## config.mk

```make
export PLATFORM = sky130hd
export DESIGN_NAME = lpsh_ctrl
export DESIGN_NICKNAME = d
export VERILOG_FILES = /design/src/rtl/core/lpsh_pkg.sv /design/src/rtl/core/lpsh_ctrl.sv
export SDC_FILE = /design/constraint.sdc
export NUM_CORES = 1
export LEC_CHECK = 0
export BUFFER_PORTS_ARGS = -buffer_cell sky130_fd_sc_hd__buf_2
export CORE_AREA = 10 10 47 49
export CTS_BUF_LIST = sky130_fd_sc_hd__clkbuf_4 sky130_fd_sc_hd__clkbuf_8
export DETAILED_ROUTE_END_ITERATION = 10
export DIE_AREA = 0 0 57 59
export SYNTH_ARGS = -nofsm -noshare
export SYNTH_HDL_FRONTEND = slang
export SYNTH_SLANG_ARGS = --single-unit
```

## constraint.sdc

```tcl
create_clock -name clk -period 3.7 [get_ports clk]
set_clock_uncertainty 0.15 [all_clocks]
set_input_delay 0.185 -clock clk [delete_from_list [all_inputs] [get_ports clk]]
set_output_delay 0.185 -clock clk [all_outputs]
set_load 0.1 [all_outputs]
```

## src/rtl/core/lpsh_pkg.sv

```systemverilog
package lpsh_pkg;

    // Table geometry
    localparam int TABLE_DEPTH = 4096;
    localparam int ADDR_W      = $clog2(TABLE_DEPTH);
    localparam int HALF_DEPTH  = TABLE_DEPTH / 2;
    localparam int OCC_W       = $clog2(HALF_DEPTH + 1);

    // Item field widths
    localparam int KEY_W    = 64;
    localparam int VALUE_W  = 20;
    localparam int STATUS_W = 3;

    // Hash pipeline: load -> partials -> sum -> partials -> sum, then slot select
    localparam int HASH_CYCLES = 5;
    localparam int HASH_CNT_W  = $clog2(HASH_CYCLES);

    // splitmix64 constants
    localparam logic [63:0] MIX_GOLDEN = 64'h9e3779b97f4a7c15;
    localparam logic [63:0] MIX_MUL1   = 64'hbf58476d1ce4e5b9;
    localparam logic [63:0] MIX_MUL2   = 64'h94d049bb133111eb;

    // Opcodes
    localparam logic OP_FIND   = 1'b0;
    localparam logic OP_INSERT = 1'b1;

    typedef enum logic [STATUS_W-1:0] {
        ST_HIT      = 3'd0,
        ST_MISS     = 3'd1,
        ST_NEW      = 3'd2,
        ST_REPLACED = 3'd3,
        ST_FULL     = 3'd4
    } status_t;

    typedef enum logic [2:0] {
        S_CLEAR,
        S_IDLE,
        S_HASH,
        S_PROBE_RD,
        S_PROBE_CMP,
        S_DONE
    } state_t;

    // controller -> datapath
    typedef struct packed {
        logic    load;
        logic    pos_init;
        logic    pos_inc;
        logic    rd_en;
        logic    clr_wr;
        logic    ins_new;
        logic    ins_upd;
        logic    res_set;
        status_t res_code;
        logic    res_found;
        logic    out_load;
    } cmd_t;

    // datapath -> controller
    typedef struct packed {
        logic empty;
        logic match;
        logic is_insert;
        logic has_room;
        logic clr_last;
    } stat_t;

    // full 32x32 product
    function automatic logic [63:0] mul32_full(logic [31:0] a, logic [31:0] b);
        logic [63:0] p;
        p = {32'b0, a} * {32'b0, b};
        return p;
    endfunction

    // low 32 bits of a 32x32 product
    function automatic logic [31:0] mul32_lo(logic [31:0] a, logic [31:0] b);
        logic [31:0] p;
        p = a * b;
        return p;
    endfunction

endpackage

```

## src/rtl/core/lpsh_ctrl.sv

```systemverilog
module lpsh_ctrl
    import lpsh_pkg::*;
(
    input  logic  clk,
    input  logic  rst_n,
    input  logic  in_valid,
    output logic  in_ready,
    output logic  out_valid,
    input  logic  out_ready,
    output cmd_t  cmd,
    input  stat_t st
);

    state_t                state_reg, state_next;
    logic [HASH_CNT_W-1:0] hash_cnt_reg, hash_cnt_next;
    logic                  out_valid_reg, out_valid_next;
    logic                  hash_last;
    logic                  out_free;
    logic                  probe_end;

    assign hash_last = (hash_cnt_reg == HASH_CNT_W'(HASH_CYCLES - 1));
    assign out_free  = !out_valid_reg || out_ready;
    assign probe_end = st.empty || st.match;

    // next state
    always_comb
    begin
        state_next = state_reg;
        case (state_reg)
            S_CLEAR:
            begin
                if (st.clr_last)
                begin
                    state_next = S_IDLE;
                end
            end
            S_IDLE:
            begin
                if (in_valid)
                begin
                    state_next = S_HASH;
                end
            end
            S_HASH:
            begin
                if (hash_last)
                begin
                    state_next = S_PROBE_RD;
                end
            end
            S_PROBE_RD:
            begin
                state_next = S_PROBE_CMP;
            end
            S_PROBE_CMP:
            begin
                state_next = probe_end ? S_DONE : S_PROBE_RD;
            end
            S_DONE:
            begin
                if (out_free)
                begin
                    state_next = S_IDLE;
                end
            end
            default:
            begin
                state_next = S_CLEAR;
            end
        endcase
    end

    // outputs
    always_comb
    begin
        cmd          = '0;
        cmd.res_code = ST_HIT;
        case (state_reg)
            S_CLEAR:
            begin
                cmd.clr_wr = 1'b1;
            end
            S_IDLE:
            begin
                cmd.load = in_valid;
            end
            S_HASH:
            begin
                cmd.pos_init = hash_last;
            end
            S_PROBE_RD:
            begin
                cmd.rd_en = 1'b1;
            end
            S_PROBE_CMP:
            begin
                if (st.empty)
                begin
                    cmd.res_set = 1'b1;
                    if (st.is_insert && st.has_room)
                    begin
                        cmd.ins_new  = 1'b1;
                        cmd.res_code = ST_NEW;
                    end
                    else if (st.is_insert)
                    begin
                        cmd.res_code = ST_FULL;
                    end
                    else
                    begin
                        cmd.res_code = ST_MISS;
                    end
                end
                else if (st.match)
                begin
                    cmd.res_set = 1'b1;
                    if (st.is_insert)
                    begin
                        cmd.ins_upd  = 1'b1;
                        cmd.res_code = ST_REPLACED;
                    end
                    else
                    begin
                        cmd.res_code  = ST_HIT;
                        cmd.res_found = 1'b1;
                    end
                end
                else
                begin
                    cmd.pos_inc = 1'b1;
                end
            end
            S_DONE:
            begin
                cmd.out_load = out_free;
            end
            default:
            begin
                cmd.res_code = ST_HIT;
            end
        endcase
    end

    assign in_ready  = (state_reg == S_IDLE);
    assign out_valid = out_valid_reg;

    always_comb
    begin
        hash_cnt_next = (state_reg == S_HASH) ? hash_cnt_reg + 1'b1 : '0;
        if (cmd.out_load)
        begin
            out_valid_next = 1'b1;
        end
        else if (out_ready)
        begin
            out_valid_next = 1'b0;
        end
        else
        begin
            out_valid_next = out_valid_reg;
        end
    end

    always_ff @(posedge clk or negedge rst_n)
    begin
        if (!rst_n)
        begin
            state_reg     <= S_CLEAR;
            hash_cnt_reg  <= '0;
            out_valid_reg <= 1'b0;
        end
        else
        begin
            state_reg     <= state_next;
            hash_cnt_reg  <= hash_cnt_next;
            out_valid_reg <= out_valid_next;
        end
    end

    a_no_result_overwrite: assert property (@(posedge clk) disable iff (!rst_n)
        cmd.out_load |-> (!out_valid_reg || out_ready))
        else $error("result register loaded while previous item still pending");

    a_accept_starts_hash: assert property (@(posedge clk) disable iff (!rst_n)
        (in_valid && in_ready) |=> (state_reg == S_HASH && hash_cnt_reg == '0))
        else $error("accepted item did not start hashing");

    a_single_write_kind: assert property (@(posedge clk) disable iff (!rst_n)
        !((cmd.ins_new || cmd.ins_upd) && (cmd.clr_wr || (cmd.ins_new && cmd.ins_upd))))
        else $error("conflicting table writes");

    a_result_then_done: assert property (@(posedge clk) disable iff (!rst_n)
        cmd.res_set |=> (state_reg == S_DONE))
        else $error("probe ended without reaching done");

endmodule

```

==> results.md, run 1 <==
Setup path:
- Of all nets on the critical path, the largest fanout is 10.
- The cell depth of the worst flop-to-flop path is 3.
- The worst setup path is launched from a flop.
- The endpoint of the lowest-slack register-to-register path is state_reg[0].
- The startpoint of the lowest-slack register-to-register path is state_reg[1].
- The largest individual stage delay along the critical path comes from the cell sky130_fd_sc_hd__dfrtp_1.
- The worst setup path is of the flop to output port kind.
- The register-to-register setup slack is 2.42 ns.
- The worst setup path is captured at an output port.
- The critical path's largest stage delay is 0.46 ns.
- Data arrives at the worst endpoint at 1.69 ns.
- For the worst setup path, the data required time is 3.37 ns.
- Walking the worst path, the cells encountered are nor2_1 > nand3_1 > nor3b_1 > buf_2.

Logic synthesis:
- The number of cells produced by synthesis is 59.
- By area the synthesized netlist is led by sky130_fd_sc_hd__dfrtp_1 (37%), sky130_fd_sc_hd__nor2_1 (7.2%), sky130_fd_sc_hd__inv_1 (5.6%).
- A synthesized cell averages 7.95 um^2.
- The Yosys step of the flow raised 0 warnings.
- The cell area after synthesis is 469 um^2.
- The most area-hungry cell type in the Yosys netlist is sky130_fd_sc_hd__dfrtp_1.
- Counting distinct cell types in the post-synthesis netlist gives 23.
- Summed over its instances, the top area cell type makes up 37.3% of the synthesized netlist area.
- Counting every net in the synthesized netlist gives 70.
- After synthesis the netlist holds a flip-flop and latch count of 7.
- After synthesis, flip-flops and latches occupy 37.3% of the total area.

Routing:
- For this block, the via count after detailed routing is 467.
- The routed design has 1210 um of wire.
- Dividing the detail-routed wire length by the instance count gives 12.1 um.
- The first TritonRoute pass finished after 4 iterations.
- The count of nets left with antenna violations once routing finished came out at 0.
- The residual DRC count is 0.
- After detailed routing, the number of vias per cell comes to 4.67.
- The detailed router finished its first iteration with 11 violations.

Final layout:
- The antenna diode count is 0.
- At the end of the flow, the number of nets in the layout was 96.
- Compared with the post-synthesis result, the final layout area differs by 33.6%.
- The share of cells above drive strength 1 is 34.5%.

Timing:
- Setup repair after global routing left no endpoint under its margin.
- The final clock period utilization by the worst path is 54.6%.
- Subtracting the final worst setup slack from the clock period gives 2.02 ns.
- The final count of hold timing violations is 0.
- Timing would allow up to 495 MHz.
- The worst slew margin relative to its limit is 67.0%.
- The aggregate negative setup slack is 0 ns.
- The number of pins exceeding their max-slew limit in the final report is 0.
- The total of endpoints with negative setup slack in the final report is 0.
- The transition time at the pin with the least slew margin is 0.499 ns.

GRT:
- The global routing usage summed across all routing layers is 7.38%.
- Entering global routing, the biggest net connects 11 pins.
- The number of antenna violations at the first check in global routing is 0.
- The total grt overflow is 0.
- The number of global-route vias before repair is 468.
- The first global-routing pass estimated 2020 um of wire.

Floorplanning:
- In this run the standard cell core region covers 1400 um^2.
- The I/O pin total is 24.
- Measured along the y axis, the die boundary spans 59 um.
- In this run the horizontal extent of the chip is 57 um.
- Once the floorplan was initialized, standard cells occupied 33.5% of the core.
- The floorplan has 14 rows.
- The floorplan step defined a die boundary enclosing 3360 um^2.

CTS:
- In this run, CTS created clock tree buffers numbering 3.
- In this run the number of H-tree levels came out at 1.
- The clock root buffer is sky130_fd_sc_hd__clkbuf_4.
- The total clock sinks is 7.
- The later pin in the worst-skew pair is clocked with a latency of 0.25 ns.
- The clock input transition at the sequential cells of the worst setup and hold paths is 0.05 ns.
- The TritonCTS clock tree is built.
- After clock tree synthesis, the repair step resized 0 gates.
- The maximum count of clock buffers along a single path is 2.

Min path:
- The kind of path behind the tightest hold check is input port to flop.
- For hold timing, the worst endpoint is out_valid.
- Counting instances, the worst hold path has a depth of 2.
- The worst hold path begins at out_ready.

Place:
- Detailed placement ended at an HPWL of 1010 um.
- The count of port buffers added during placement is 23.
- The congestion estimate from routability-driven global placement came to 0.794.

Job:
- The tool flagged a number of max-cap violations equal to 0.

Outcome:
- The run finished with clean final reports.
[logic make-up after synthesis]
logic type | after synthesis | share of synthesized area, %
AO/OA/AOI/OAI | 11 | 13.3
buffers and inverters | 10 | 9.34
adder cells (fa/ha/maj) | 2 | 5.33
XOR/XNOR | 1 | 1.87
AND/OR/NAND/NOR | 28 | 32.8
flip-flops | 7 | 37.3
[worst max path at each step]
stage                          to  depth (start not counted)          from  slack, ns
after floorplan            cmd[4]                          4  state_reg[0]       0.37
after global placement     cmd[4]                          4  state_reg[0]       1.97
after detailed placement   cmd[4]                          4  state_reg[0]       1.94
after CTS                  cmd[4]                          4  state_reg[0]       1.67
after global routing      cmd[10]                          4  state_reg[0]       1.54
final                      cmd[4]                          4  state_reg[0]       1.68
[metrics by stage]
step / hold slack, ns / cell area, um^2 / utilization [%] / cells / worst slack, ns
finish: 0.0197 / 627 / 44.7 / 100 / 1.68
global route: 0.0315 / 627 / 44.7 / 100 / 1.54
CTS: 0.0219 / 627 / 44.7 / 100 / 1.67
detailed placement: -0.124 / 587 / 41.9 / 95 / 1.94
global placement: -0.127 / 587 / 41.9 / 95 / 1.97
floorplan: -0.261 / 469 / - / 59 / 0.365
[placed cells by master (no fill, tap or decap)]
| master | netlist | layout |
|---|---|---|
| sky130_fd_sc_hd__dlygate4sd3_1 | 0 | 1 |
| sky130_fd_sc_hd__xnor2_1 | 1 | 1 |
| sky130_fd_sc_hd__nor3b_1 | 1 | 1 |
| sky130_fd_sc_hd__clkbuf_4 | 0 | 4 |
| sky130_fd_sc_hd__ha_1 | 2 | 2 |
| sky130_fd_sc_hd__nor2_1 | 9 | 9 |
| sky130_fd_sc_hd__nand2b_1 | 3 | 3 |
| sky130_fd_sc_hd__nand3_1 | 2 | 2 |
| sky130_fd_sc_hd__a32oi_1 | 1 | 1 |
| sky130_fd_sc_hd__o21ai_0 | 3 | 3 |
| sky130_fd_sc_hd__and2_1 | 2 | 2 |
| sky130_fd_sc_hd__nor2b_1 | 1 | 1 |
| sky130_fd_sc_hd__nor2b_2 | 1 | 1 |
| sky130_fd_sc_hd__nor3_1 | 3 | 3 |
| sky130_fd_sc_hd__a21oi_1 | 5 | 5 |
| sky130_fd_sc_hd__nor4bb_1 | 1 | 1 |
| sky130_fd_sc_hd__nand3b_1 | 1 | 1 |
| sky130_fd_sc_hd__buf_2 | 2 | 23 |
| sky130_fd_sc_hd__nor3b_2 | 1 | 1 |
| sky130_fd_sc_hd__o21bai_1 | 1 | 1 |
| sky130_fd_sc_hd__nand2_1 | 3 | 3 |
| sky130_fd_sc_hd__inv_1 | 7 | 7 |
| sky130_fd_sc_hd__dfrtp_1 | 7 | 7 |
| sky130_fd_sc_hd__o22ai_1 | 1 | 1 |
[Yosys cell counts]
master / number
sky130_fd_sc_hd__nor4bb_1: 1
sky130_fd_sc_hd__xnor2_1: 1
sky130_fd_sc_hd__nand3b_1: 1
sky130_fd_sc_hd__nor3b_2: 1
sky130_fd_sc_hd__nor3_1: 3
sky130_fd_sc_hd__inv_1: 7
sky130_fd_sc_hd__nor2b_1: 1
sky130_fd_sc_hd__o21ai_0: 3
sky130_fd_sc_hd__nor2b_2: 1
sky130_fd_sc_hd__a32oi_1: 1
sky130_fd_sc_hd__ha_1: 2
sky130_fd_sc_hd__nor3b_1: 1
sky130_fd_sc_hd__nand3_1: 2
sky130_fd_sc_hd__buf_2: 2
sky130_fd_sc_hd__nand2_1: 3
sky130_fd_sc_hd__and2_1: 2
sky130_fd_sc_hd__a21oi_1: 5
sky130_fd_sc_hd__dfrtp_1: 7
sky130_fd_sc_hd__nand2b_1: 3
sky130_fd_sc_hd__buf_4: 1
sky130_fd_sc_hd__o21bai_1: 1
sky130_fd_sc_hd__o22ai_1: 1
sky130_fd_sc_hd__nor2_1: 9
[area by class of cell]
cell class	count	area, um^2
Clock buffer	4	30.0
Fill cell	149	774
Inverter	7	26.3
Multi-Input combinational cell	42	250
Sequential cell	7	175
Tap cell	16	20.0
Timing Repair Buffer	24	125
[worst max-delay path: cells and delay by family (launching register included)]
family	cells	cell delay [ns]
AND/OR/NAND/NOR	3	0.53
buffers and inverters	1	0.45
flip-flops	1	0.46
[per-layer routing]
| metal | wire length, um | vias up | global-route usage (%) |
|---|---|---|---|
| met5 | 0 | - | 0 |
| met1 | 479 | 216 | 7.45 |
| met4 | 0 | 0 | 2.01 |
| li1 | - | 244 | - |
| met2 | 675 | 7 | 13.2 |
| met3 | 56 | 0 | 3.65 |
[timing repair]
| item | 4_1_cts | 5_1_grt |
|---|---|---|
| endpoints found under the hold margin | 7 | 0 |
| buffers inserted | 0 | 0 |
| hold buffers | 1 | 0 |
Power of run 1 is left out: the tool's default activity adds up to more than one toggle a clock period on the data nets, which glitch-free logic cannot reach.
==> run 2, diff against run 1 <==
clock period = 1.9 ns   (was 3.7 ns; I/O delays follow)
==> run 2 against run 1 <==
Critical path depth did not move; register-to-register slack got worse by 1.9 ns; worst hold slack improved by 0.031 ns; clock-buffer cell count did not move; global-route usage rose by 1.5 points; core utilization rose by 16 points; via count rose by 6.2%; final area rose by 36%; final cell count rose by 1.0%; non-clock buffer count rose by 1; flip-flop and latch count did not move; first-iteration DRC count fell by 55%; largest cell class unchanged.
==> results.md, run 2 (synthesized netlist as in run 1, its figures left out) <==
CTS:
- The maximum count of clock buffers along a single path is 2 (unchanged).
- The TritonCTS clock tree is built.
- The total clock sinks is 7 (unchanged).
- The clock latency on the worst-skew pair is 0.25 ns (about the same).
- The count of buffers added by post-CTS timing repair for setup is 0 (unchanged).
- The CTS buffer count came to 3 (unchanged).
- Clock tree synthesis selected as its root buffer the cell sky130_fd_sc_hd__clkbuf_4.
- The clock input transition at the sequential cells of the worst setup and hold paths came to 0.06 ns (about the same).
- The H-tree depth reported by CTS is 1 (unchanged).

Timing:
- The least setup slack across all paths after layout is 0.121 ns (-1.56 ns).
- The final count of hold timing violations is 0 (unchanged).
- The number of pins exceeding their max-slew limit in the final report is 0 (unchanged).
- After layout, the minimum clock period comes to 1.78 ns.
- Setup repair after global routing could not meet its margin everywhere.
- The transition time at the pin with the least slew margin is 0.494 ns (-0.00443 ns).
- Of the available clock period, the critical path in the final layout requires 93.6%.
- For this run, the top clock speed supported by timing is 562 MHz.
- The total of endpoints with negative setup slack in the final report came to 0 (unchanged).
- The worst slew margin relative to its limit was 67.3% (+0.29 points).

Routing:
- The residual DRC count is 0 (unchanged).
- The detailed-route wire length is 1450 um (+20%).
- The detailed-router iteration count before antenna repair is 4 (unchanged).
- The via count of the routed design is 496 (+6.2%).
- The per-cell via count in the routed design came to 4.91 (+5.2%).
- The per-cell routed wire length is 14.4 um (+19%).
- The DRC violation total after the first TritonRoute iteration came to 5 (-6).
- The number of routed nets with antenna violations is 0 (unchanged).

GRT:
- The number of antenna violations at the first check in global routing is 0 (unchanged).
- The total grt overflow is 0 (unchanged).
- The maximum number of pins on one net before global-route repair is 11 (unchanged).
- The first-pass GRT wire length is 2430 um (+20%).
- The global routing usage summed across all routing layers is 8.89% (+1.5 points).
- The number of global-route vias before repair is 519 (+11%).

Floorplanning:
- The starting utilization of the core area is 33.5% (unchanged).
- The count of standard-cell rows is 14 (unchanged).
- The die area is 3360 um^2 (unchanged).
- The placeable core region is 1400 um^2 (unchanged).
- The vertical extent of the die is 59 um (unchanged).
- The I/O pin total is 24 (unchanged).
- The die boundary width is 57 um (unchanged).

Place:
- The count of port buffers added during placement is 23 (unchanged).
- The HPWL reported at the end of detailed placement came to 1080 um (+7.0%).
- The weighted congestion reported at the end of routability-driven placement is 0.704 (-11%).
- The placement-stage worst setup slack is 0.320 ns (-1.62 ns).

Outcome:
- The flow ran to the end, and the final reports show no timing, DRC or antenna violations.

Setup path:
- The critical path's largest stage delay was 0.47 ns (about the same).
- The worst setup path is launched from a flop.
- The endpoint kind of the worst setup timing path is an output port.
- The critical path goes through nor2_2 > nand3_2 > nor3b_2 > buf_12.
- The number of buffers and inverters on the critical path is 1 (unchanged).
- The largest driver fanout on the critical path came to 10 (unchanged).
- Broken down by cell family, the worst path's largest delay share belongs to simple AND/OR/NAND/NOR gates.
- The data arrival time at the worst-slack endpoint came to 1.53 ns (-0.16 ns).
- The data required time at the worst endpoint is 1.65 ns (-1.72 ns).
- The highest-delay cell along the critical path is sky130_fd_sc_hd__dfrtp_2.
- The critical path is of the flop to output port type.

Pwr:
- The worst-case vdd ir drop is 707 uV.
- In this run the static leakage power is 0.368 nW.
- The total power after layout is 1.41 mW.
- In this run the power density over the cells is 1660 nW/um^2.

Final layout:
- The signed area change from the synthesized netlist to the final layout is 81.1%.
- The number of nets at the end of the flow is 97 (+1.0%).
- The area taken by flip-flops and latches is 178 um^2 (+1.4%).
- The fill cell instance count of the final layout is 116 (-22%).
- The area occupied by multi-input gates is 308 um^2 (+23%).
- Leaving out fill and tap cells, the most frequent cells in the layout are sky130_fd_sc_hd__buf_2 (12), sky130_fd_sc_hd__buf_12 (10), sky130_fd_sc_hd__inv_1 (7), sky130_fd_sc_hd__nor2_1 (6).
- Leaving out fill and tap cells, the most frequent cell in the layout is sky130_fd_sc_hd__buf_2.
- The share of cells above drive strength 1 was 50.6% (+16 points).
- The antenna diode count was 0 (unchanged).

Min path:
- The worst hold path belongs to the class input port to asynchronous set/reset pin.

Job:
- The max capacitance violation total is 0 (unchanged).
run 2: cell count changes in the layout (fill, tap and decap cells not counted), moves of 3 or more:
cell                     previous run  this run
sky130_fd_sc_hd__buf_2             23        12
sky130_fd_sc_hd__buf_12             0        10
sky130_fd_sc_hd__nor2_1             9         6
sky130_fd_sc_hd__nor3_1             3         0
sky130_fd_sc_hd__nor2_2             0         3
run 2: what timing repair did:
action / CTS / global route
endpoints found under the setup margin: 0 / 8
hold buffers: 2 / 0
gates resized for setup: 0 / 7
endpoints found under the hold margin: 8 / 0
run 2: metrics by stage:
step	std cells	cell area (um^2)	utilization [%]	TNS, ns	hold slack, ns
global placement	95	778	55.5	0	-0.213
detailed placement	95	778	55.5	0	-0.210
global route	101	850	60.6	-0.00571	0.0513
finish	101	850	60.6	0	0.0512
floorplan	59	517	-	-2.51	-0.351
CTS	101	828	59.1	0	0.0549
run 2: where the power goes:
group / leakage, nW / internal [mW] / total (mW) / switching (mW)
sequential: 0.0910 / 0.202 / 0.309 / 0.106
clock: 0.0184 / 0.0947 / 0.155 / 0.0599
combinational: 0.258 / 0.248 / 0.949 / 0.701
total: 0.368 / 0.545 / 1.41 / 0.867
run 2: cell type report:
class                   instances  share of cell area (%)
clock buffers                   4                    3.53
inverters                       7                    3.09
multi-input cells              42                    36.2
flip-flops and latches          7                    20.9
well taps                      16                    2.36
repair buffers                 25                    33.9
run 2: final timing paths:
kind / to / slack [ns] / depth (start not counted) / from
worst max-delay path: cmd[4] / 0.12 / 4 / state_reg[0]
worst min-delay path: out_valid / 0.05 / 2 / rst_n
worst max register to register: state_reg[0] / 0.53 / 3 / state_reg[1]
worst min register to register: hash_cnt_reg[0] / 0.31 / 1 / hash_cnt_reg[0]
max in group asynchronous: state_reg[1] / 1.38 / 2 / rst_n
min in group clk: state_reg[0] / 0.05 / 3 / st[0]
run 2: layer usage:
| layer | wire [um] | vias up | global-route usage (%) |
|---|---|---|---|
| met1 | 584 | 226 | 10.2 |
| met3 | 116 | 4 | 4.29 |
| met4 | 34 | 0 | 5.37 |
| li1 | - | 248 | - |
| met5 | 0 | - | 0 |
| met2 | 714 | 18 | 13.0 |
(Power assumes the default switching activity.)
==> run 3, diff against run 2 <==
CORE_AREA = 2 2 39 41   (was 10 10 47 49)
DIE_AREA = 0 0 41 43   (was 0 0 57 59)
PLACE_DENSITY = 0.64   (was unset)
TNS_END_PERCENT = 10   (was unset)
==> run 3 against run 2 <==
Final cell count grew 0.99%; setup slack lost 0.010 ns; routed wire length shrank 24%; register-to-register slack gained 0.11 ns; sequential power is essentially flat; flip-flop and latch count is the same; combinational power shrank 8.6%; die area shrank 48%; highest routed layer unchanged.
==> results.md, run 3 (synthesized netlist as in run 1, its figures left out) <==
Place:
- The HPWL reported at the end of detailed placement came to 888 um (-18%).
- The count of port buffers added during placement came to 23 (unchanged).
- The post-place instance area came to 723 um^2 (-7.1%).
- The count of placed standard cells including taps was 95 (unchanged).
- The placement-stage worst setup slack is 0.273 ns (-0.0467 ns).
- The weighted congestion reported at the end of routability-driven placement was 0.798 (+13%).

Pwr:
- The switching part of the total power came to 61.9% (+0.52 points).
- The part of the total power dissipated in the clock network is 11.3% (+0.4 points).
- The power share of the sequential group is 23.1% (+1.2 points).
- The worst-case vdd ir drop is 966 uV (+37%).
- The reported net switching power is 819 uW (-5.6%).
- The internal power contribution is 503 uW (-7.7%).
- The part of the power in combinational logic is 65.6% (-1.6 points).
- The total power divided by cell area is 1660 nW/um^2 (-0.22%).
- The cell leakage power is 0.356 nW (-3.1%).

Routing:
- The detailed-router iteration count before antenna repair is 1 (-3).
- The via count of the routed design was 486 (-2.0%).
- The detailed-route wire length is 1110 um (-24%).
- The DRC violation total after the first TritonRoute iteration is 0 (-5).
- The per-cell routed wire length is 10.9 um (-24%).
- The number of routed nets with antenna violations was 0 (unchanged).
- The per-cell via count in the routed design is 4.76 (-3.0%).
- The residual DRC count is 0 (unchanged).

GRT:
- The total grt overflow is 0 (unchanged).
- The first-pass GRT wire length was 1800 um (-26%).
- The number of antenna violations at the first check in global routing is 0 (unchanged).
- The number of global-route vias before repair is 447 (-14%).
- The global routing usage summed across all routing layers was 15.0% (+6.1 points).
- The maximum number of pins on one net before global-route repair is 11 (unchanged).

CTS:
- The TritonCTS clock tree is built.
- The maximum count of clock buffers along a single path is 2 (unchanged).
- The CTS buffer count is 3 (unchanged).
- The count of buffers added by post-CTS timing repair for setup was 0 (unchanged).
- The total clock sinks is 7 (unchanged).
- The clock input transition at the sequential cells of the worst setup and hold paths is 0.05 ns (about the same).
- Clock tree synthesis selected as its root buffer the cell sky130_fd_sc_hd__clkbuf_4.
- The H-tree depth reported by CTS is 1 (unchanged).
- The clock latency on the worst-skew pair is 0.25 ns (about the same).

Floorplanning:
- The placeable core region came to 1380 um^2 (-1.2%).
- The count of standard-cell rows is 14 (unchanged).
- The vertical extent of the die is 43 um (-27%).
- The I/O pin total is 24 (unchanged).
- The die boundary width was 41 um (-28%).
- The starting utilization of the core area is 33.9% (+0.42 points).
- The die area is 1760 um^2 (-48%).

Timing:
- The least setup slack across all paths after layout was 0.111 ns (-0.0102 ns).
- The smallest hold slack is 0.0526 ns (+0.00137 ns).
- The worst slew margin relative to its limit is 67.8% (+0.49 points).
- The total of endpoints with negative setup slack in the final report is 0 (unchanged).
- The final clock period utilization by the worst path is 94.2% (+0.54 points).
- The aggregate negative setup slack is 0 ns (unchanged).
- The fmax is 559 MHz (-0.57%).
- The number of pins exceeding their max-slew limit in the final report was 0 (unchanged).
- The final count of hold timing violations is 0 (unchanged).
- Setup repair after global routing could not meet its margin everywhere.
- The time the final worst path needs with I/O delays and setup is 1.79 ns (+0.0102 ns).
- The transition time at the pin with the least slew margin is 0.487 ns (-0.00743 ns).

Setup path:
- The critical path's largest stage delay was 0.47 ns (about the same).
- The register-to-register setup slack was 0.64 ns (+0.11 ns).
- Traced cell by cell, the critical path runs through nor2_1 > nand3_1 > nor3b_2 > buf_12.
- The highest-delay cell along the critical path is sky130_fd_sc_hd__dfrtp_2.
- The worst register-to-register path begins at state_reg[0].
- The cell depth of the worst flop-to-flop path is 3 (unchanged).
- Grouping stages by cell kind, the critical path spends the most delay in simple AND/OR/NAND/NOR gates.
- The worst setup path is launched from a flop.
- The data required time at the worst endpoint is 1.65 ns (about the same).
- The number of buffers and inverters on the critical path was 1 (unchanged).
- The worst setup path is captured at an output port.
- The endpoint of the lowest-slack register-to-register path is state_reg[1].
- The data arrival time at the worst-slack endpoint came to 1.54 ns (about the same).
- The setup path with the least slack is of type flop to output port.
- The largest driver fanout on the critical path came to 10 (unchanged).

Final layout:
- The antenna diode count is 0 (unchanged).
- The number of nets at the end of the flow is 98 (+1.0%).
- Leaving out fill and tap cells, the most frequent cell in the layout is sky130_fd_sc_hd__buf_2.
- The share of cells above drive strength 1 was 44.2% (-6.4 points).
- The area growth from synthesis to layout is 69.9%.
- The total non-filler cell area in the finished layout was 797 um^2 (-6.2%).
- The non-filler instance count after layout came to 102 (+0.99%).
- In the layout the commonest cells are sky130_fd_sc_hd__buf_2 (14), sky130_fd_sc_hd__nor2_1 (9), sky130_fd_sc_hd__inv_1 (7), sky130_fd_sc_hd__buf_12 (7), sky130_fd_sc_hd__clkbuf_4 (5).

Outcome:
- The flow ran to the end, and the final reports show no timing, DRC or antenna violations.

Job:
- The max capacitance violation total was 0 (unchanged).

Min path:
- The min-delay analysis places its worst path in the category input port to asynchronous set/reset pin.
-- run 3: cell types whose count changed in the layout (fill, tap and decap cells not counted), moves of 2 or more --
cell,delta
sky130_fd_sc_hd__buf_2,+2
sky130_fd_sc_hd__buf_12,-3
sky130_fd_sc_hd__nor2_1,+3
sky130_fd_sc_hd__nor2_2,-3
-- run 3: worst max path at each step --
stage | cells past startpoint | start | slack (ns) | to
global route | 4 | state_reg[0] | -0.02 | cmd[4]
floorplan | 4 | state_reg[0] | -0.59 | cmd[2]
detailed placement | 4 | state_reg[0] | 0.27 | cmd[5]
global placement | 4 | state_reg[0] | 0.30 | cmd[10]
finish | 4 | state_reg[0] | 0.11 | cmd[4]
CTS | 4 | state_reg[0] | 0.008 | cmd[10]
-- run 3: what timing repair did --
action | CTS | global route
resized for setup | 1 | 5
endpoints found under the hold margin | 9 | 0
hold buffers | 3 | 0
setup endpoints to repair | 1 | 7
pin swaps | 0 | 1
-- run 3: final cells by class --
cell class,instances,area [um^2]
multi-input combinational,42,287
sequential,7,179
fill,127,587
inverter,7,26.3
clock buffer,4,30.0
tap,16,20.0
timing repair buffer,26,255
-- run 3: metal layers --
| layer | vias up | track usage, % | share of wire [%] |
|---|---|---|---|
| met5 | - | 0 | 0 |
| met3 | 2 | 4.71 | 6.8 |
| met1 | 217 | 18.7 | 42 |
| met4 | 0 | 6.00 | 1.1 |
| met2 | 20 | 23.1 | 50 |
| li1 | 247 | - | - |
-- run 3: stage by stage --
step | utilization [%] | power (mW)
after floorplan | - | 1.02
after global placement | 52.3 | 1.14
after detailed placement | 52.3 | 1.15
after CTS | 56.8 | 1.31
after global routing | 57.6 | 1.40
final | 57.6 | 1.32
-- run 3: power by group through the flow --
stage               combinational [mW]  clock, mW  sequential [mW]
detailed placement               0.854          0            0.296
floorplan                        0.721          0            0.297
CTS                              0.863      0.153            0.294
finish                           0.867      0.149            0.306
global route                     0.911      0.166            0.319
global placement                 0.848          0            0.291
